--- config.mk ---
export PLATFORM = sky130hd
export DESIGN_NAME = activation_function_unit
export DESIGN_NICKNAME = d
export VERILOG_FILES = /design/src/hdl/afu_pkg.sv /design/src/hdl/activation_function_unit.sv /design/src/hdl/afu_ram.sv /design/src/hdl/afu_div.sv /design/src/hdl/afu_dp.sv /design/src/hdl/afu_ctrl.sv
export SDC_FILE = /design/constraint.sdc
export NUM_CORES = 2
export LEC_CHECK = 0
export ABC_CLOCK_PERIOD_IN_PS = 12300
export BUFFER_PORTS_ARGS = -buffer_cell sky130_fd_sc_hd__buf_2
export CORE_ASPECT_RATIO = 1.25
export CORE_UTILIZATION = 55
export CTS_BUF_LIST = sky130_fd_sc_hd__clkbuf_4 sky130_fd_sc_hd__clkbuf_8
export DETAILED_ROUTE_END_ITERATION = 8
export PLACE_DENSITY = 0.81
export SETUP_SLACK_MARGIN = 0.4
export SLEW_MARGIN = 40
export SYNTH_ARGS = -nofsm -noshare
export SYNTH_HDL_FRONTEND = slang
export SYNTH_SLANG_ARGS = --single-unit
--- constraint.sdc ---
create_clock -name i_clk -period 12.3 [get_ports i_clk]
set_input_delay 1.23 -clock i_clk [delete_from_list [all_inputs] [get_ports i_clk]]
set_output_delay 1.23 -clock i_clk [all_outputs]
set_load 0.02 [all_outputs]
--- src/hdl/afu_pkg.sv ---
package afu_pkg;

    localparam int ROW_MAX_DEF     = 64;
    localparam int SAMPLE_BITS_DEF = 16;

    localparam logic [3:0] MODE_LINEAR  = 4'd0;
    localparam logic [3:0] MODE_RELU    = 4'd1;
    localparam logic [3:0] MODE_LEAKY   = 4'd2;
    localparam logic [3:0] MODE_ELU     = 4'd3;
    localparam logic [3:0] MODE_SIGMOID = 4'd4;
    localparam logic [3:0] MODE_TANH    = 4'd5;
    localparam logic [3:0] MODE_SWISH   = 4'd6;
    localparam logic [3:0] MODE_GELU    = 4'd7;
    localparam logic [3:0] MODE_SOFTMAX = 4'd8;

    localparam logic REG_MODE       = 1'b0;
    localparam logic REG_ROW_LENGTH = 1'b1;

    localparam int Q16_ONE        = 65536;
    localparam int LEAK_Q16       = 655;
    localparam int GELU_CUBIC_Q16 = 2930;
    localparam int GELU_SCALE_Q16 = 52290;
    localparam int GELU_CLAMP     = 2048;
    localparam int EXP_LIMIT      = 3072;

    localparam int DIV_NUM_W = 33;
    localparam int DIV_DEN_W = 24;
    localparam int TOTAL_W   = 24;

    typedef enum logic [4:0] {
        OP_NONE, OP_LOAD, OP_STORE, OP_ARG_SIG, OP_ARG_TANH, OP_ARG_SMX,
        OP_DIV_SIG, OP_DIV_TANH, OP_DIV_SMX, OP_SIG_FIN, OP_TANH_FIN,
        OP_MUL_LEAK, OP_MUL_SW, OP_MUL_WW, OP_V2, OP_MUL_AW, OP_V3,
        OP_MUL_C, OP_INNER, OP_MUL_S, OP_U, OP_MUL_G, OP_ACC, OP_RES,
        OP_NEXT, OP_ROW_CLR
    } t_op;

    typedef enum logic [2:0] {
        RS_PASS, RS_RELU, RS_LEAK, RS_ELU, RS_Q8, RS_SWISH, RS_GELU, RS_SMX
    } t_rsel;

    typedef struct packed {
        t_op   op;
        t_rsel rsel;
        logic  last;
        logic  exp_go;
        logic  div_go;
    } t_cmd;

    typedef struct packed {
        logic row_full;
        logic j_last;
        logic exp_done;
        logic div_done;
    } t_status;

    typedef enum logic [5:0] {
        S_IDLE, S_LEAK, S_SIG_ARG, S_SE_WAIT, S_SIG_DIV, S_SD_WAIT, S_SIG_FIN,
        S_SWISH, S_TANH_ARG, S_TE_WAIT, S_TANH_DIV, S_TD_WAIT, S_TANH_FIN,
        S_G1, S_G2, S_G3, S_G4, S_G5, S_G6, S_G7, S_G8, S_G_FIN, S_RES, S_OUT,
        S_P1_RD, S_P1_ARG, S_P1_WAIT, S_P1_ACC,
        S_P2_RD, S_P2_ARG, S_P2_WAIT, S_P2_DIV, S_P2_DWAIT, S_P2_RES, S_P2_OUT
    } t_state;

    // exp(-n), Q1.16
    function automatic logic [16:0] exp_whole(input logic [3:0] n);
        case (n)
            4'd0:    return 17'd65536;
            4'd1:    return 17'd24109;
            4'd2:    return 17'd8869;
            4'd3:    return 17'd3263;
            4'd4:    return 17'd1200;
            4'd5:    return 17'd442;
            4'd6:    return 17'd162;
            4'd7:    return 17'd60;
            4'd8:    return 17'd22;
            4'd9:    return 17'd8;
            4'd10:   return 17'd3;
            4'd11:   return 17'd1;
            default: return 17'd0;
        endcase
    endfunction

    // exp(-h/16), Q1.16
    function automatic logic [16:0] exp_sixteenth(input logic [3:0] h);
        case (h)
            4'd0:    return 17'd65536;
            4'd1:    return 17'd61565;
            4'd2:    return 17'd57835;
            4'd3:    return 17'd54331;
            4'd4:    return 17'd51039;
            4'd5:    return 17'd47947;
            4'd6:    return 17'd45042;
            4'd7:    return 17'd42313;
            4'd8:    return 17'd39750;
            4'd9:    return 17'd37341;
            4'd10:   return 17'd35079;
            4'd11:   return 17'd32954;
            4'd12:   return 17'd30957;
            4'd13:   return 17'd29081;
            4'd14:   return 17'd27319;
            default: return 17'd25664;
        endcase
    endfunction

    // exp(-l/256), Q1.16
    function automatic logic [16:0] exp_fine(input logic [3:0] l);
        case (l)
            4'd0:    return 17'd65536;
            4'd1:    return 17'd65280;
            4'd2:    return 17'd65026;
            4'd3:    return 17'd64772;
            4'd4:    return 17'd64520;
            4'd5:    return 17'd64268;
            4'd6:    return 17'd64018;
            4'd7:    return 17'd63768;
            4'd8:    return 17'd63520;
            4'd9:    return 17'd63272;
            4'd10:   return 17'd63025;
            4'd11:   return 17'd62781;
            4'd12:   return 17'd62535;
            4'd13:   return 17'd62291;
            4'd14:   return 17'd62048;
            default: return 17'd61806;
        endcase
    endfunction

endpackage

--- src/hdl/activation_function_unit.sv ---
// Activation unit on signed Q8.8 samples. The mode register picks linear, relu,
// leaky relu, elu, sigmoid, tanh, swish, gelu (tanh form) or softmax; unused mode
// codes act as linear. Elementwise modes give one result per sample with
// last_of_run high. Softmax buffers row_length samples (0 acts as 1, values
// above ROW_MAX act as ROW_MAX), gives no result until the row is complete, and
// then emits the whole row of probabilities with last_of_run on the final one.
// The block works on one transaction at a time. Sigmoid, tanh, swish and gelu
// run the bit-serial divider and the exp sequence on the shared multiplier;
// elu runs the exp sequence only. A softmax sample that does not close its row
// is only stored. Closing a row runs an exp-sum pass over its samples, then a
// normalize pass (exp plus divide) for each result, and each result waits to
// be taken. Registers: mode at byte address 0, row_length at 4.
module activation_function_unit import afu_pkg::*; #(
    parameter int ROW_MAX     = ROW_MAX_DEF,
    parameter int SAMPLE_BITS = SAMPLE_BITS_DEF
) (
    input  logic                          i_clk,
    input  logic                          i_rst_n,
    // configuration port
    input  logic                          psel,
    input  logic                          penable,
    input  logic                          pwrite,
    input  logic [2:0]                    paddr,
    input  logic [31:0]                   pwdata,
    output logic [31:0]                   prdata,
    output logic                          pready,
    // sample channel
    input  logic                          i_valid,
    output logic                          o_ready,
    input  logic signed [SAMPLE_BITS-1:0] i_sample,
    // result channel
    output logic                          o_valid,
    input  logic                          i_ready,
    output logic signed [SAMPLE_BITS-1:0] o_result,
    output logic                          o_last_of_run
);

    logic [3:0] r_mode;
    logic [6:0] r_row_length;
    logic       cfg_wr;
    t_cmd       cmd;
    t_status    status;

    // Write on the access phase; the port never stalls.
    assign pready = 1'b1;
    assign cfg_wr = psel & penable & pwrite;

    always_ff @(posedge i_clk) begin
        if (!i_rst_n) begin
            r_mode       <= MODE_LINEAR;
            r_row_length <= 7'd64;
        end else if (cfg_wr) begin
            case (paddr[2])
                REG_MODE:       r_mode       <= pwdata[3:0];
                REG_ROW_LENGTH: r_row_length <= pwdata[6:0];
                default: ;
            endcase
        end
    end

    assign prdata = (paddr[2] == REG_ROW_LENGTH) ? 32'(r_row_length) : 32'(r_mode);

    // Sequence each transaction through the datapath.
    afu_ctrl u_ctrl (
        .i_clk       (i_clk),
        .i_rst_n     (i_rst_n),
        .i_mode      (r_mode),
        .i_in_valid  (i_valid),
        .o_in_ready  (o_ready),
        .o_out_valid (o_valid),
        .i_out_ready (i_ready),
        .i_status    (status),
        .o_cmd       (cmd)
    );

    // Hold the row buffer, the exp and divide units and the result register.
    afu_dp #(.ROW_MAX(ROW_MAX), .SAMPLE_BITS(SAMPLE_BITS)) u_dp (
        .i_clk         (i_clk),
        .i_rst_n       (i_rst_n),
        .i_cmd         (cmd),
        .o_status      (status),
        .i_sample      (i_sample),
        .i_row_length  (r_row_length),
        .o_result      (o_result),
        .o_last_of_run (o_last_of_run)
    );

endmodule

--- src/hdl/afu_ram.sv ---
module afu_ram #(
    parameter int WIDTH = 16,
    parameter int DEPTH = 64
) (
    input  logic                     i_clk,
    input  logic                     i_we,
    input  logic [$clog2(DEPTH)-1:0] i_waddr,
    input  logic [WIDTH-1:0]         i_wdata,
    input  logic [$clog2(DEPTH)-1:0] i_raddr,
    output logic [WIDTH-1:0]         o_rdata
);

    logic [WIDTH-1:0] r_mem [DEPTH];
    logic [WIDTH-1:0] r_rdata;

    always_ff @(posedge i_clk) begin
        if (i_we) begin
            r_mem[i_waddr] <= i_wdata;
        end
        r_rdata <= r_mem[i_raddr];
    end

    assign o_rdata = r_rdata;

endmodule

--- src/hdl/afu_div.sv ---
module afu_div import afu_pkg::*; (
    input  logic                 i_clk,
    input  logic                 i_rst_n,
    input  logic                 i_go,
    input  logic [DIV_NUM_W-1:0] i_num,
    input  logic [DIV_DEN_W-1:0] i_den,
    output logic                 o_done,
    output logic [DIV_NUM_W-1:0] o_quo
);

    localparam int CW = $clog2(DIV_NUM_W);

    logic                 r_busy;
    logic [CW-1:0]        r_cnt;
    logic [DIV_DEN_W-1:0] r_rem;
    logic [DIV_NUM_W-1:0] r_quo;
    logic [DIV_DEN_W-1:0] r_den;
    logic [DIV_DEN_W:0]   shifted;
    logic [DIV_DEN_W+1:0] diff;
    logic                 take;

    // restoring division, one quotient bit per cycle
    assign shifted = {r_rem, r_quo[DIV_NUM_W-1]};
    assign diff    = {1'b0, shifted} - {2'b00, r_den};
    assign take    = ~diff[DIV_DEN_W+1];

    always_ff @(posedge i_clk) begin
        if (!i_rst_n) begin
            r_busy <= 1'b0;
            r_cnt  <= '0;
        end else if (i_go) begin
            r_busy <= 1'b1;
            r_cnt  <= '0;
        end else if (r_busy) begin
            r_cnt <= r_cnt + CW'(1);
            if (r_cnt == CW'(DIV_NUM_W - 1)) begin
                r_busy <= 1'b0;
            end
        end
    end

    always_ff @(posedge i_clk) begin
        if (i_go) begin
            r_rem <= '0;
            r_quo <= i_num;
            r_den <= i_den;
        end else if (r_busy) begin
            r_rem <= take ? diff[DIV_DEN_W-1:0] : shifted[DIV_DEN_W-1:0];
            r_quo <= {r_quo[DIV_NUM_W-2:0], take};
        end
    end

    assign o_done = r_busy && (r_cnt == CW'(DIV_NUM_W - 1));
    assign o_quo  = r_quo;

endmodule

--- src/hdl/afu_dp.sv ---
module afu_dp import afu_pkg::*; #(
    parameter int ROW_MAX     = ROW_MAX_DEF,
    parameter int SAMPLE_BITS = SAMPLE_BITS_DEF
) (
    input  logic                          i_clk,
    input  logic                          i_rst_n,
    input  t_cmd                          i_cmd,
    output t_status                       o_status,
    input  logic signed [SAMPLE_BITS-1:0] i_sample,
    input  logic [6:0]                    i_row_length,
    output logic signed [SAMPLE_BITS-1:0] o_result,
    output logic                          o_last_of_run
);

    localparam int SB = SAMPLE_BITS;
    localparam int AW = ((SB > 18) ? SB : 18) + 1;
    localparam int BW = 19;
    localparam int PW = AW + BW;
    localparam int DW = ((SB + 1) > 16) ? SB + 1 : 16;
    localparam int FW = $clog2(ROW_MAX + 1);
    localparam int IW = $clog2(ROW_MAX);

    localparam logic signed [AW-1:0] CLAMP_P = AW'(GELU_CLAMP);
    localparam logic signed [AW-1:0] CLAMP_N = -CLAMP_P;
    localparam logic signed [PW-1:0] SAT_HI  = PW'((longint'(1) <<< (SB - 1)) - 1);
    localparam logic signed [PW-1:0] SAT_LO  = -SAT_HI - PW'(1);
    localparam logic signed [SB-1:0] MOST_NEG = {1'b1, {(SB-1){1'b0}}};

    logic signed [AW-1:0] r_v, r_y, r_a;
    logic [DW-1:0]        r_d;
    logic signed [PW-1:0] r_prod;
    logic [16:0]          r_e;
    logic                 r_ez;
    logic [2:0]           r_xph;
    logic signed [17:0]   r_t;
    logic signed [SB-1:0] r_max;
    logic [FW-1:0]        r_fill;
    logic [IW-1:0]        r_j;
    logic [TOTAL_W-1:0]   r_total;
    logic signed [SB-1:0] r_out;
    logic                 r_last;

    logic signed [AW-1:0] w, mul_a;
    logic signed [BW-1:0] mul_b;
    logic signed [PW-1:0] mul_p, res_val;
    logic [AW-1:0]        abs_y;
    logic [16:0]          exp_rnd;
    logic [17:0]          den_q;
    logic [DIV_NUM_W-1:0] div_num, div_q;
    logic [DIV_DEN_W-1:0] div_den;
    logic                 div_done;
    logic [SB-1:0]        ram_rdata;
    logic signed [SB:0]   smx_diff;
    logic [7:0]           len_eff;
    logic                 row_full, j_last;

    function automatic logic signed [PW-1:0] rnd(input logic signed [PW-1:0] x, input int s);
        logic [PW-1:0] mag;
        logic [PW-1:0] q;
        mag = x[PW-1] ? PW'(-x) : PW'(x);
        q   = (mag + (PW'(1) << (s - 1))) >> s;
        return x[PW-1] ? -$signed(q) : $signed(q);
    endfunction

    function automatic logic signed [SB-1:0] sat(input logic signed [PW-1:0] x);
        if (x > SAT_HI) begin
            return SB'(SAT_HI);
        end else if (x < SAT_LO) begin
            return SB'(SAT_LO);
        end
        return SB'(x);
    endfunction

    assign w       = (r_v > CLAMP_P) ? CLAMP_P : ((r_v < CLAMP_N) ? CLAMP_N : r_v);
    assign abs_y   = r_y[AW-1] ? AW'(-r_y) : AW'(r_y);
    assign exp_rnd = 17'((r_prod + PW'(32768)) >>> 16);
    assign den_q   = 18'(Q16_ONE) + 18'(r_e);
    assign smx_diff = {r_max[SB-1], r_max} - {ram_rdata[SB-1], ram_rdata};

    // shared multiplier
    always_comb begin
        mul_a = '0;
        mul_b = '0;
        if (r_xph == 3'd1) begin
            mul_a = AW'(exp_whole(r_d[11:8]));
            mul_b = BW'(exp_sixteenth(r_d[7:4]));
        end else if (r_xph == 3'd3) begin
            mul_a = AW'(r_e);
            mul_b = BW'(exp_fine(r_d[3:0]));
        end else begin
            case (i_cmd.op)
                OP_MUL_LEAK: begin mul_a = r_v; mul_b = BW'(LEAK_Q16); end
                OP_MUL_SW:   begin mul_a = r_v; mul_b = BW'(r_t); end
                OP_MUL_WW:   begin mul_a = w;   mul_b = BW'(w); end
                OP_MUL_AW:   begin mul_a = r_a; mul_b = BW'(w); end
                OP_MUL_C:    begin mul_a = r_a; mul_b = BW'(GELU_CUBIC_Q16); end
                OP_MUL_S:    begin mul_a = r_a; mul_b = BW'(GELU_SCALE_Q16); end
                OP_MUL_G:    begin mul_a = r_v; mul_b = BW'(Q16_ONE) + BW'(r_t); end
                default:     begin mul_a = '0;  mul_b = '0; end
            endcase
        end
    end
    assign mul_p = mul_a * mul_b;

    // divider operands
    always_comb begin
        case (i_cmd.op)
            OP_DIV_SIG: begin
                div_num = (DIV_NUM_W'(1) << 32) + DIV_NUM_W'(den_q >> 1);
                div_den = DIV_DEN_W'(den_q);
            end
            OP_DIV_TANH: begin
                div_num = (DIV_NUM_W'(17'(Q16_ONE) - r_e) << 16) + DIV_NUM_W'(den_q >> 1);
                div_den = DIV_DEN_W'(den_q);
            end
            default: begin
                div_num = (DIV_NUM_W'(r_e) << 8) + DIV_NUM_W'(r_total >> 1);
                div_den = r_total;
            end
        endcase
    end

    afu_div u_div (
        .i_clk   (i_clk),
        .i_rst_n (i_rst_n),
        .i_go    (i_cmd.div_go),
        .i_num   (div_num),
        .i_den   (div_den),
        .o_done  (div_done),
        .o_quo   (div_q)
    );

    afu_ram #(.WIDTH(SB), .DEPTH(ROW_MAX)) u_row_ram (
        .i_clk   (i_clk),
        .i_we    (i_cmd.op == OP_STORE),
        .i_waddr (r_fill[IW-1:0]),
        .i_wdata (i_sample),
        .i_raddr (r_j),
        .o_rdata (ram_rdata)
    );

    always_comb begin
        if (i_row_length == 7'd0) begin
            len_eff = 8'd1;
        end else if (8'(i_row_length) > 8'(ROW_MAX)) begin
            len_eff = 8'(ROW_MAX);
        end else begin
            len_eff = 8'(i_row_length);
        end
    end
    assign row_full = (8'(r_fill) + 8'd1) >= len_eff;
    assign j_last   = (8'(r_j) + 8'd1) == 8'(r_fill);

    always_comb begin
        case (i_cmd.rsel)
            RS_PASS:  res_val = PW'(r_v);
            RS_RELU:  res_val = (r_v > 0) ? PW'(r_v) : '0;
            RS_LEAK:  res_val = (r_v > 0) ? PW'(r_v) : rnd(r_prod, 16);
            RS_ELU:   res_val = (r_v > 0) ? PW'(r_v)
                                          : rnd($signed(PW'(r_e)) - PW'(Q16_ONE), 8);
            RS_Q8:    res_val = rnd(PW'(r_t), 8);
            RS_SWISH: res_val = rnd(r_prod, 16);
            RS_GELU:  res_val = rnd(r_prod, 17);
            default:  res_val = (r_total == '0) ? '0 : $signed(PW'(div_q[16:0]));
        endcase
    end

    // exp sequencer and row bookkeeping
    always_ff @(posedge i_clk) begin
        if (!i_rst_n) begin
            r_xph   <= '0;
            r_fill  <= '0;
            r_max   <= MOST_NEG;
            r_total <= '0;
            r_j     <= '0;
        end else begin
            if (i_cmd.exp_go) begin
                r_xph <= 3'd1;
            end else if (r_xph != 3'd0) begin
                r_xph <= (r_xph == 3'd4) ? 3'd0 : r_xph + 3'd1;
            end
            case (i_cmd.op)
                OP_STORE: begin
                    r_fill <= r_fill + FW'(1);
                    if (i_sample > r_max) begin
                        r_max <= i_sample;
                    end
                end
                OP_ACC: begin
                    r_total <= r_total + TOTAL_W'(r_e);
                    r_j     <= j_last ? '0 : r_j + IW'(1);
                end
                OP_NEXT: r_j <= r_j + IW'(1);
                OP_ROW_CLR: begin
                    r_fill  <= '0;
                    r_max   <= MOST_NEG;
                    r_total <= '0;
                    r_j     <= '0;
                end
                default: ;
            endcase
        end
    end

    always_ff @(posedge i_clk) begin
        case (r_xph)
            3'd1: begin
                r_ez   <= r_d >= DW'(EXP_LIMIT);
                r_prod <= mul_p;
            end
            3'd2: r_e    <= exp_rnd;
            3'd3: r_prod <= mul_p;
            3'd4: r_e    <= r_ez ? '0 : exp_rnd;
            default: ;
        endcase
        case (i_cmd.op)
            OP_LOAD: begin
                r_v <= AW'(i_sample);
                r_y <= AW'(i_sample);
            end
            OP_ARG_SIG:  r_d <= DW'(abs_y);
            OP_ARG_TANH: r_d <= DW'(abs_y << 1);
            OP_ARG_SMX:  r_d <= DW'(smx_diff);
            OP_SIG_FIN:  r_t <= r_y[AW-1] ? $signed(18'(Q16_ONE) - 18'(div_q[16:0]))
                                          : $signed(18'(div_q[16:0]));
            OP_TANH_FIN: r_t <= r_y[AW-1] ? -$signed(18'(div_q[16:0]))
                                          : $signed(18'(div_q[16:0]));
            OP_MUL_LEAK, OP_MUL_SW, OP_MUL_WW, OP_MUL_AW, OP_MUL_C, OP_MUL_S,
            OP_MUL_G:    r_prod <= mul_p;
            OP_V2, OP_V3: r_a <= AW'(rnd(r_prod, 8));
            OP_INNER:    r_a <= w + AW'(rnd(r_prod, 16));
            OP_U:        r_y <= AW'(rnd(r_prod, 16));
            OP_RES: begin
                r_out  <= sat(res_val);
                r_last <= i_cmd.last;
            end
            default: ;
        endcase
    end

    assign o_status.row_full = row_full;
    assign o_status.j_last   = j_last;
    assign o_status.exp_done = (r_xph == 3'd4);
    assign o_status.div_done = div_done;
    assign o_result      = r_out;
    assign o_last_of_run = r_last;

endmodule

--- src/hdl/afu_ctrl.sv ---
module afu_ctrl import afu_pkg::*; (
    input  logic       i_clk,
    input  logic       i_rst_n,
    input  logic [3:0] i_mode,
    input  logic       i_in_valid,
    output logic       o_in_ready,
    output logic       o_out_valid,
    input  logic       i_out_ready,
    input  t_status    i_status,
    output t_cmd       o_cmd
);

    t_state r_state, n_state;

    always_ff @(posedge i_clk) begin
        if (!i_rst_n) begin
            r_state <= S_IDLE;
        end else begin
            r_state <= n_state;
        end
    end

    always_comb begin
        n_state = r_state;
        unique case (r_state)
            S_IDLE: begin
                if (i_in_valid) begin
                    case (i_mode) inside
                        MODE_SOFTMAX:           n_state = i_status.row_full ? S_P1_RD : S_IDLE;
                        MODE_LEAKY:             n_state = S_LEAK;
                        MODE_ELU, MODE_SIGMOID,
                        MODE_SWISH:             n_state = S_SIG_ARG;
                        MODE_TANH:              n_state = S_TANH_ARG;
                        MODE_GELU:              n_state = S_G1;
                        default:                n_state = S_RES;
                    endcase
                end
            end
            S_LEAK:     n_state = S_RES;
            S_SIG_ARG:  n_state = S_SE_WAIT;
            S_SE_WAIT: begin
                if (i_status.exp_done) begin
                    n_state = (i_mode == MODE_ELU) ? S_RES : S_SIG_DIV;
                end
            end
            S_SIG_DIV:  n_state = S_SD_WAIT;
            S_SD_WAIT:  if (i_status.div_done) n_state = S_SIG_FIN;
            S_SIG_FIN:  n_state = (i_mode == MODE_SWISH) ? S_SWISH : S_RES;
            S_SWISH:    n_state = S_RES;
            S_TANH_ARG: n_state = S_TE_WAIT;
            S_TE_WAIT:  if (i_status.exp_done) n_state = S_TANH_DIV;
            S_TANH_DIV: n_state = S_TD_WAIT;
            S_TD_WAIT:  if (i_status.div_done) n_state = S_TANH_FIN;
            S_TANH_FIN: n_state = (i_mode == MODE_GELU) ? S_G_FIN : S_RES;
            S_G1:       n_state = S_G2;
            S_G2:       n_state = S_G3;
            S_G3:       n_state = S_G4;
            S_G4:       n_state = S_G5;
            S_G5:       n_state = S_G6;
            S_G6:       n_state = S_G7;
            S_G7:       n_state = S_G8;
            S_G8:       n_state = S_TANH_ARG;
            S_G_FIN:    n_state = S_RES;
            S_RES:      n_state = S_OUT;
            S_OUT:      if (i_out_ready) n_state = S_IDLE;
            S_P1_RD:    n_state = S_P1_ARG;
            S_P1_ARG:   n_state = S_P1_WAIT;
            S_P1_WAIT:  if (i_status.exp_done) n_state = S_P1_ACC;
            S_P1_ACC:   n_state = i_status.j_last ? S_P2_RD : S_P1_RD;
            S_P2_RD:    n_state = S_P2_ARG;
            S_P2_ARG:   n_state = S_P2_WAIT;
            S_P2_WAIT:  if (i_status.exp_done) n_state = S_P2_DIV;
            S_P2_DIV:   n_state = S_P2_DWAIT;
            S_P2_DWAIT: if (i_status.div_done) n_state = S_P2_RES;
            S_P2_RES:   n_state = S_P2_OUT;
            S_P2_OUT: begin
                if (i_out_ready) begin
                    n_state = i_status.j_last ? S_IDLE : S_P2_RD;
                end
            end
            default:    n_state = S_IDLE;
        endcase
    end

    always_comb begin
        o_cmd.op     = OP_NONE;
        o_cmd.rsel   = RS_PASS;
        o_cmd.last   = 1'b1;
        o_cmd.exp_go = 1'b0;
        o_cmd.div_go = 1'b0;
        o_in_ready   = 1'b0;
        o_out_valid  = 1'b0;
        unique case (r_state)
            S_IDLE: begin
                o_in_ready = 1'b1;
                if (i_in_valid) begin
                    o_cmd.op = (i_mode == MODE_SOFTMAX) ? OP_STORE : OP_LOAD;
                end
            end
            S_LEAK:     o_cmd.op = OP_MUL_LEAK;
            S_SIG_ARG:  begin o_cmd.op = OP_ARG_SIG;  o_cmd.exp_go = 1'b1; end
            S_SIG_DIV:  begin o_cmd.op = OP_DIV_SIG;  o_cmd.div_go = 1'b1; end
            S_SIG_FIN:  o_cmd.op = OP_SIG_FIN;
            S_SWISH:    o_cmd.op = OP_MUL_SW;
            S_TANH_ARG: begin o_cmd.op = OP_ARG_TANH; o_cmd.exp_go = 1'b1; end
            S_TANH_DIV: begin o_cmd.op = OP_DIV_TANH; o_cmd.div_go = 1'b1; end
            S_TANH_FIN: o_cmd.op = OP_TANH_FIN;
            S_G1:       o_cmd.op = OP_MUL_WW;
            S_G2:       o_cmd.op = OP_V2;
            S_G3:       o_cmd.op = OP_MUL_AW;
            S_G4:       o_cmd.op = OP_V3;
            S_G5:       o_cmd.op = OP_MUL_C;
            S_G6:       o_cmd.op = OP_INNER;
            S_G7:       o_cmd.op = OP_MUL_S;
            S_G8:       o_cmd.op = OP_U;
            S_G_FIN:    o_cmd.op = OP_MUL_G;
            S_RES: begin
                o_cmd.op = OP_RES;
                case (i_mode) inside
                    MODE_RELU:              o_cmd.rsel = RS_RELU;
                    MODE_LEAKY:             o_cmd.rsel = RS_LEAK;
                    MODE_ELU:               o_cmd.rsel = RS_ELU;
                    MODE_SIGMOID, MODE_TANH: o_cmd.rsel = RS_Q8;
                    MODE_SWISH:             o_cmd.rsel = RS_SWISH;
                    MODE_GELU:              o_cmd.rsel = RS_GELU;
                    default:                o_cmd.rsel = RS_PASS;
                endcase
            end
            S_OUT:      o_out_valid = 1'b1;
            S_P1_ARG:   begin o_cmd.op = OP_ARG_SMX; o_cmd.exp_go = 1'b1; end
            S_P1_ACC:   o_cmd.op = OP_ACC;
            S_P2_ARG:   begin o_cmd.op = OP_ARG_SMX; o_cmd.exp_go = 1'b1; end
            S_P2_DIV:   begin o_cmd.op = OP_DIV_SMX; o_cmd.div_go = 1'b1; end
            S_P2_RES: begin
                o_cmd.op   = OP_RES;
                o_cmd.rsel = RS_SMX;
                o_cmd.last = i_status.j_last;
            end
            S_P2_OUT: begin
                o_out_valid = 1'b1;
                if (i_out_ready) begin
                    o_cmd.op = i_status.j_last ? OP_ROW_CLR : OP_NEXT;
                end
            end
            default: ;
        endcase
    end

endmodule
; ---- Word level (Yosys, flattened, before mapping)
; Memories as Yosys holds them, arrays and structs flattened. A register that Yosys moved wholly into a read port is not among the register bits.
; Cells that the tools add are included.
[classes]
add_sub_neg = 34
multipliers = 1
magnitude_cmp = 9
eq_ne = 89
n_mux = 101
bitwise_logic = 5
n_reduce_logical = 38
[ops]
columns = op, n
row1 = 38-bit 2-to-1 mux, 12
row2 = 38-bit one-hot mux with 7 select lines, 1
row3 = 6-bit one-hot mux with 33 select lines, 1
row4 = 19-bit 2-to-1 mux, 7
row5 = 5-bit one-hot mux with 23 select lines, 1
row6 = 19-bit one-hot mux with 6 select lines, 1
row7 = "6-bit by 5-bit == test with 1-bit output, second input constant", 16
row8 = 6-bit 2-to-1 mux, 15
row9 = "38-bit by 8-bit adder with 38-bit output, second input constant", 2
row10 = 30-bit negator with 38-bit output, 2
row11 = 38-bit negator, 2
row12 = 19-bit one-hot mux with 2 select lines, 2
row13 = 33-bit 2-to-1 mux, 2
row14 = 33-bit one-hot mux with 2 select lines, 1
row15 = 16-bit 2-to-1 mux, 4
row16 = 19-bit one-hot mux with 3 select lines, 1
row17 = 18-bit 2-to-1 mux, 3
row18 = 17-bit 2-to-1 mux, 3
row19 = 17-bit one-hot mux with 3 select lines, 1
row20 = "5-bit == test, second input constant", 10
row21 = "6-bit by 4-bit == test with 1-bit output, second input constant", 8
row22 = 24-bit one-hot mux with 2 select lines, 1
row23 = "38-bit by 16-bit adder with 38-bit output, second input constant", 1
row24 = "38-bit by 17-bit adder with 38-bit output, second input constant", 1
row25 = other kinds (82), 179
[word_totals]
regBits = 323
mem_bits_rw = 1024
romBits = 768
out_inout_bits = 52
elab_cells = 306
n_memories = 4
[memory_table]
columns = name, depth, word_bits, read_ports, rd_ports_with_merged_regs, write_ports, line
row1 = u_dp.u_row_ram.r_mem, 64, 16, 1, 1, 1, afu_ram.sv:13  ; logic [WIDTH-1:0] r_mem [DEPTH];
row2 = (name not given), 16, 17, 1, 1, 0, afu_pkg.sv:86  ; case (h)
row3 = (name not given), 16, 16, 1, 1, 0, afu_pkg.sv:108  ; case (l)
row4 = (name not given), 16, 15, 1, 1, 0, afu_pkg.sv:67  ; case (n)

; ---- Logic depth before layout (Yosys ltp)
[logic_depth]
depth_word = 15
mapped_depth = 49

; ---- Modules after synthesis
; From an unflattened synthesis, not the netlist that was laid out.
[hier_totals]
hier_cells = 7218
hier_area_um2 = 84898.9
[by_module_without_submodules]
columns = mod, n_inst, cells_each, area_per_inst_um2
row1 = afu_ram, 1, 1829, 40042.2
row2 = afu_dp, 1, 4636, 37739.9
row3 = afu_div, 1, 447, 4854.7
row4 = afu_ctrl, 1, 225, 1521.5
row5 = activation_function_unit, 1, 81, 740.7

; ---- Least setup slack after synthesis
; No wires, ideal clock.
[synth_timing]
path_type = reg2reg
start = reg u_dp.r_j[0]
end = reg u_dp.r_prod[36], data pin
setup_ps = 257
arrival_time_ps = 10302
required_time_ps = 12043
path_slack_ps = 1741
path_stages_with_launch = 48
n_path_buf = 4
synth_period_minus_slack_ps = 10559
cell_sequence = dfxtp_1 clkbuf_1 nand3_1 nor2_1 xnor2_1 xor2_1 o2111ai_1 nor2_1 nor2_1 nor3_1 and2_1 clkbuf_1 a221oi_1 nor2_1 a21oi_1 nor2_1 a21o_1 clkbuf_1 (+12 left out) inv_1 ha_1 ha_1 o21a_1 a2111oi_0 o31ai_1 o41ai_1 o2111ai_1 nand3_1 a31oi_1 and2_1 o21ai_0 nor2b_1 nand2b_1 a21oi_1 a41o_1 o41a_1 xor2_1
[synth_via]
elab_chain_len = 13
elab_cells_between_ends = 25
[synth_lines]
columns = item, line
row1 = start: declaration, afu_dp.sv:38  ; logic [IW-1:0] r_j;
row2 = start signal: assignment, afu_dp.sv:191  ; r_j <= j_last ? '0 : r_j + IW'(1);
row3 = start signal: assignment, afu_dp.sv:193  ; OP_NEXT: r_j <= r_j + IW'(1);
row4 = 6-bit by 1-bit adder with 7-bit output *, afu_dp.sv:152  ; assign j_last = (8'(r_j) + 8'd1) == 8'(r_fill);
row5 = 8-bit by 7-bit == test with 1-bit output *, afu_dp.sv:152
row6 = 1-bit 2-to-1 mux *, afu_ctrl.sv:142  ; o_cmd.op = i_status.j_last ? OP_ROW_CLR : OP_NEXT;
row7 = 5-bit 2-to-1 mux *, afu_ctrl.sv:141  ; if (i_out_ready) begin
row8 = 5-bit one-hot mux with 23 select lines *, afu_ctrl.sv:93  ; unique case (r_state)
row9 = 5-bit by 4-bit == test with 1-bit output / 5-bit == test (equally long branches), afu_dp.sv:91  ; case (i_cmd.op)
row10 = 2-bit OR reduction (no line) / 3-bit OR reduction (equally long branches), -
row11 = 19-bit one-hot mux with 6 select lines / 19-bit one-hot mux with 3 select lines (equally long branches), afu_dp.sv:91
row12 = 19-bit 2-to-1 mux, afu_dp.sv:87  ; end else if (r_xph == 3'd3) begin
row13 = 19-bit 2-to-1 mux, afu_dp.sv:84  ; if (r_xph == 3'd1) begin
row14 = 19-bit by 19-bit multiplier with 38-bit output *, afu_dp.sv:103  ; assign mul_p = mul_a * mul_b;
row15 = named net u_dp.mul_p[36], afu_dp.sv:45  ; logic signed [PW-1:0] mul_p, res_val;
row16 = 38-bit 2-to-1 mux, afu_dp.sv:206  ; case (r_xph)
row17 = 38-bit 2-to-1 mux *, afu_dp.sv:216  ; case (i_cmd.op)
row18 = end signal: assignment, afu_dp.sv:209  ; r_prod <= mul_p;
row19 = end signal: assignment, afu_dp.sv:212  ; 3'd3: r_prod <= mul_p;
row20 = end signal: assignment, afu_dp.sv:229  ; OP_MUL_G: r_prod <= mul_p;
row21 = end: declaration, afu_dp.sv:31  ; logic signed [PW-1:0] r_prod;
; The timed path passes the listed nets; every way through them passes the cells marked *. The select of a mux whose other input is x is not followed.
; A chain may end at the register's enable or synchronous reset.

; ---- Final worst setup path
[layout_timing]
start = reg u_ctrl.r_state[0]
end = reg u_dp.r_prod[36], data pin
[layout_via]
elab_chain_len = 11
elab_cells_between_ends = 48
[layout_lines]
columns = item, line
row1 = start: declaration, afu_ctrl.sv:13  ; t_state r_state, n_state;
row2 = start signal: assignment, afu_ctrl.sv:19  ; r_state <= n_state;
row3 = 6-bit by 5-bit == test with 1-bit output / 6-bit == test (equally long branches), afu_ctrl.sv:93
row4 = 2-bit OR reduction (no line), -
row5 = 5-bit one-hot mux with 23 select lines *, afu_ctrl.sv:93
row6 = 5-bit by 4-bit == test with 1-bit output / 5-bit == test (equally long branches), afu_dp.sv:91
row7 = 2-bit OR reduction (no line) / 3-bit OR reduction (equally long branches), -
row8 = 19-bit one-hot mux with 6 select lines / 19-bit one-hot mux with 3 select lines (equally long branches), afu_dp.sv:91
row9 = 19-bit 2-to-1 mux, afu_dp.sv:87
row10 = 19-bit 2-to-1 mux, afu_dp.sv:84
row11 = 19-bit by 19-bit multiplier with 38-bit output *, afu_dp.sv:103
row12 = named net u_dp.mul_p[36], afu_dp.sv:45
row13 = 38-bit 2-to-1 mux, afu_dp.sv:206
row14 = 38-bit 2-to-1 mux *, afu_dp.sv:216
; Marked as above.

==> results.cfg <==
[clock_tree]
hold_buffers = 0
clock_latency_ns = 0.97
clock_path_buffers = 3
clkTransAtPathRegs_ns = 0.06
cts-root-buf = clkbuf_8
htree_levels = 4
cts_setup_buffers = 0
cts_buffers = 216
cts_tree = yes
cts_resized = 0
cts_sinks = 1406

[critical_path]
start_kind = flip-flop
reg2reg_slack_ns = 1.04
arrival_ns = 11.93
worstSetupPathType = reg -> reg
r2r-start = u_ctrl.r_state[0]$_SDFFE_PN0P_
cp_max_fo = 15
cpMostUsedCell = fa_1
cpPeakStageDelay_ns = 0.58
reg2reg_to = u_dp.r_prod[36]$_DFFE_PP_
worst_ep_required_time_ns = 12.97
cp_slowest_cell = a21oi_1
rr_worst_depth = 41
crit_path_end_kind = flip-flop

[placed_design]
dp.cells = 8611
port-buffer-count = 56
dp_hpwl_mm = 165.1
routabilityCongestion = 1.009
placed_cell_area_sq_mm = 0.08555

[floorplan]
die_w_um = 348.0
core.rowCount = 158
initial_core_util_pct = 55.45
dieArea_sq_mm = 0.1512
io_pins = 110
core_area_sq_mm = 0.1485
fp.dieH_um = 434.6

[logic_synthesis]
yosys-top-cells-area = edfxtp_1, mux4_2, fa_1
mappedNetlistArea_sq_mm = 0.08232
yosysWarningCount = 0
ys.flop_type = edfxtp_1
ys_ff_latch = 1406
synth_top_area_cell = edfxtp_1
post_synth_num_cell_types = 109
synth_edf_count = 1242
syn_area_per_cell_sq_um = 12.29
synthCells = 6696
ys_top_cells_by_count = edfxtp_1, nand2_1, nor2_1
synth_most_common_cell = edfxtp_1
async_reset_ff_share_pct = 0
ys_seq_area_share_pct = 49.29
synth_top_area_share_pct = 45.30

[hold_path]
hp-class = reg -> reg
holdPathEnd = r_row_length[0]$_SDFFE_PN0P_
hold_path_depth = 2
min-delay-start = r_row_length[0]$_SDFFE_PN0P_

[timing]
final_hold_viol_count = 0
period_needed_ns = 11.26
worst_pin_slew_ns = 0.9954
fmax_ghz = 0.08879
tns_ns = 0
relSlewSlack_pct = 33.64
setup_violations = 0
rsz0062_at_grt = false
hold_slack_ns = 0.5060
drv_slew = 0
finalCritPeriodShare_pct = 91.56
skew_ns = 0.05773

[pwr]
power.switching_uw = 8592
p_seq_share_pct = 31.7
p_comb_share_pct = 48.0
switching_share_pct = 42.85
p_clk_share_pct = 20.3
power.density_mw_per_mm2 = 222.4
vdd_drop_max_uv = 249.6
internal-power_uw = 11460
p_leak_uw = 0.03318
power_uw = 20050

[route]
avgViaCountPerCell = 6.246
num_vias = 56300
drt-pass1-iter-count = 8
wl_met1_mm = 83.02
dr_wl_met2_mm = 110.6
drt-total-wl_mm = 232.7
post_drt_wl_per_cell_um = 25.82
routed.top_layer = met5
first_iter_violations = 6723
postRouteAntennaNets = 0
drc_errors = 0
wl_met3_mm = 20.83

[run]
cap_violations = 0

[finish]
final_nets = 7540
final_cells = 9014
finish.instance_area_sq_mm = 0.09015
drive_gt1_share_pct = 15.53
syn2layout_area_growth_pct = 9.511

[global_routing]
grt_overflow = 0
grt_pass1_vias = 55435
antenna_found_initial = 4
track_usage_pct = 30.95
grt_start_max_net_pins = 85
grt_pass1_wl_mm = 345.5

[status]
outcome = finished, final reports clean
[through the flow]
step           worst slack, ns  util (%)
6_report                 1.038     60.72
5_1_grt                 0.4045     60.72
4_1_cts                 0.6169     60.67
3_5_place_dp            0.6594     57.62
3_3_place_gp            0.8939     57.38
2_1_floorplan            1.741         -
[area by class of cell]
type,count,area (sq um)
repair buffers,242,1790
fillers,11079,58310
clock inverters,115,993.5
multi-input cells,4376,38520
well taps,2000,2502
inverters,587,2206
flip-flops and latches,1406,40600
clock buffers,284,3533
diodes,4,10.01
[worst max-delay path by stage]
stage / from / cells past startpoint / end
3_5_place_dp: u_dp.r_j[1]$_SDFFE_PN0P_ / 43 / u_dp.r_prod[36]$_DFFE_PP_
4_1_cts: u_dp.r_j[1]$_SDFFE_PN0P_ / 46 / u_dp.r_prod[36]$_DFFE_PP_
5_1_grt: u_dp.r_j[1]$_SDFFE_PN0P_ / 43 / u_dp.r_prod[36]$_DFFE_PP_
3_3_place_gp: u_dp.r_j[1]$_SDFFE_PN0P_ / 43 / u_dp.r_prod[36]$_DFFE_PP_
6_report: u_ctrl.r_state[0]$_SDFFE_PN0P_ / 41 / u_dp.r_prod[36]$_DFFE_PP_
2_1_floorplan: u_dp.r_j[0]$_SDFFE_PN0P_ / 47 / u_dp.r_prod[36]$_DFFE_PP_
[state kept, by name (all words and copies together) (netlist names), 18 cells and up, named ones only]
| signal | flops |
|---|---|
| u_dp.u_div.o_quo | 33 |
| u_dp.r_prod | 38 |
| u_dp.u_row_ram.r_mem | 1024 |
| u_dp.r_t | 18 |
| u_dp.r_total | 24 |
| u_dp.r_a | 19 |
| u_dp.r_y | 18 |
| u_dp.u_div.r_den | 24 |
| u_dp.u_div.r_rem | 24 |
[power groups by stage]
stage          Clock, uW  Combinational (uW)  Sequential, uW
6_report            4070                9630            6360
5_1_grt             4330               10400            6380
4_1_cts             4130                9470            6330
3_5_place_dp           0                9390            6420
3_3_place_gp           0                9160            6420
2_1_floorplan          0                6540            6130
[routing by layer]
| metal | GRT usage [%] | up-vias |
|---|---|---|
| li1 | - | 24469 |
| met1 | 37.71 | 27821 |
| met2 | 49.96 | 3170 |
| met3 | 6.152 | 836 |
| met4 | 21.39 | 4 |
| met5 | 0 | - |
[kinds of logic (layout without fill, tap and decap cells)]
kind of cell,after synthesis,after routing,share of synthesized area [%]
simple gates,1892,1892,10.63
mux,406,406,10.06
compound gates,1018,1018,8.114
xor+xnor,380,380,4.084
flops,1406,1406,49.29
buf+inv,938,1228,4.458
other cells,2,30,0.009122
fa+ha+maj,654,654,13.35
[worst max-delay path: cells and delay by family (launching register included)]
family | cells | cell delay (ns)
AOI/OAI and AO/OA | 12 | 2.72
xor gates and xnor gates | 1 | 0.15
adders and majority gates | 8 | 3.73
buffers and inverters | 7 | 1.21
DFF | 1 | 0.45
muxes | 1 | 0.09
and+or+nand+nor | 12 | 2.64
[cell usage in the layout (no fill, tap or decap), types with 60 or more instances in the layout]
cell type	synthesis	final
nor3_1	108	104
dfxtp_1	164	159
o21ai_0	238	236
mux4_2	336	336
o31ai_1	61	60
clkbuf_4	0	60
nand2_1	633	631
edfxtp_1	1242	1242
ha_1	279	279
a21oi_1	258	253
inv_1	587	586
xnor2_1	250	247
clkbuf_8	0	225
nor2_1	593	571
nand2b_1	61	61
xor2_1	127	126
buf_4	29	172
fa_1	374	374
or3_1	69	68
nand3_1	100	98
(Power assumes the default switching activity.)
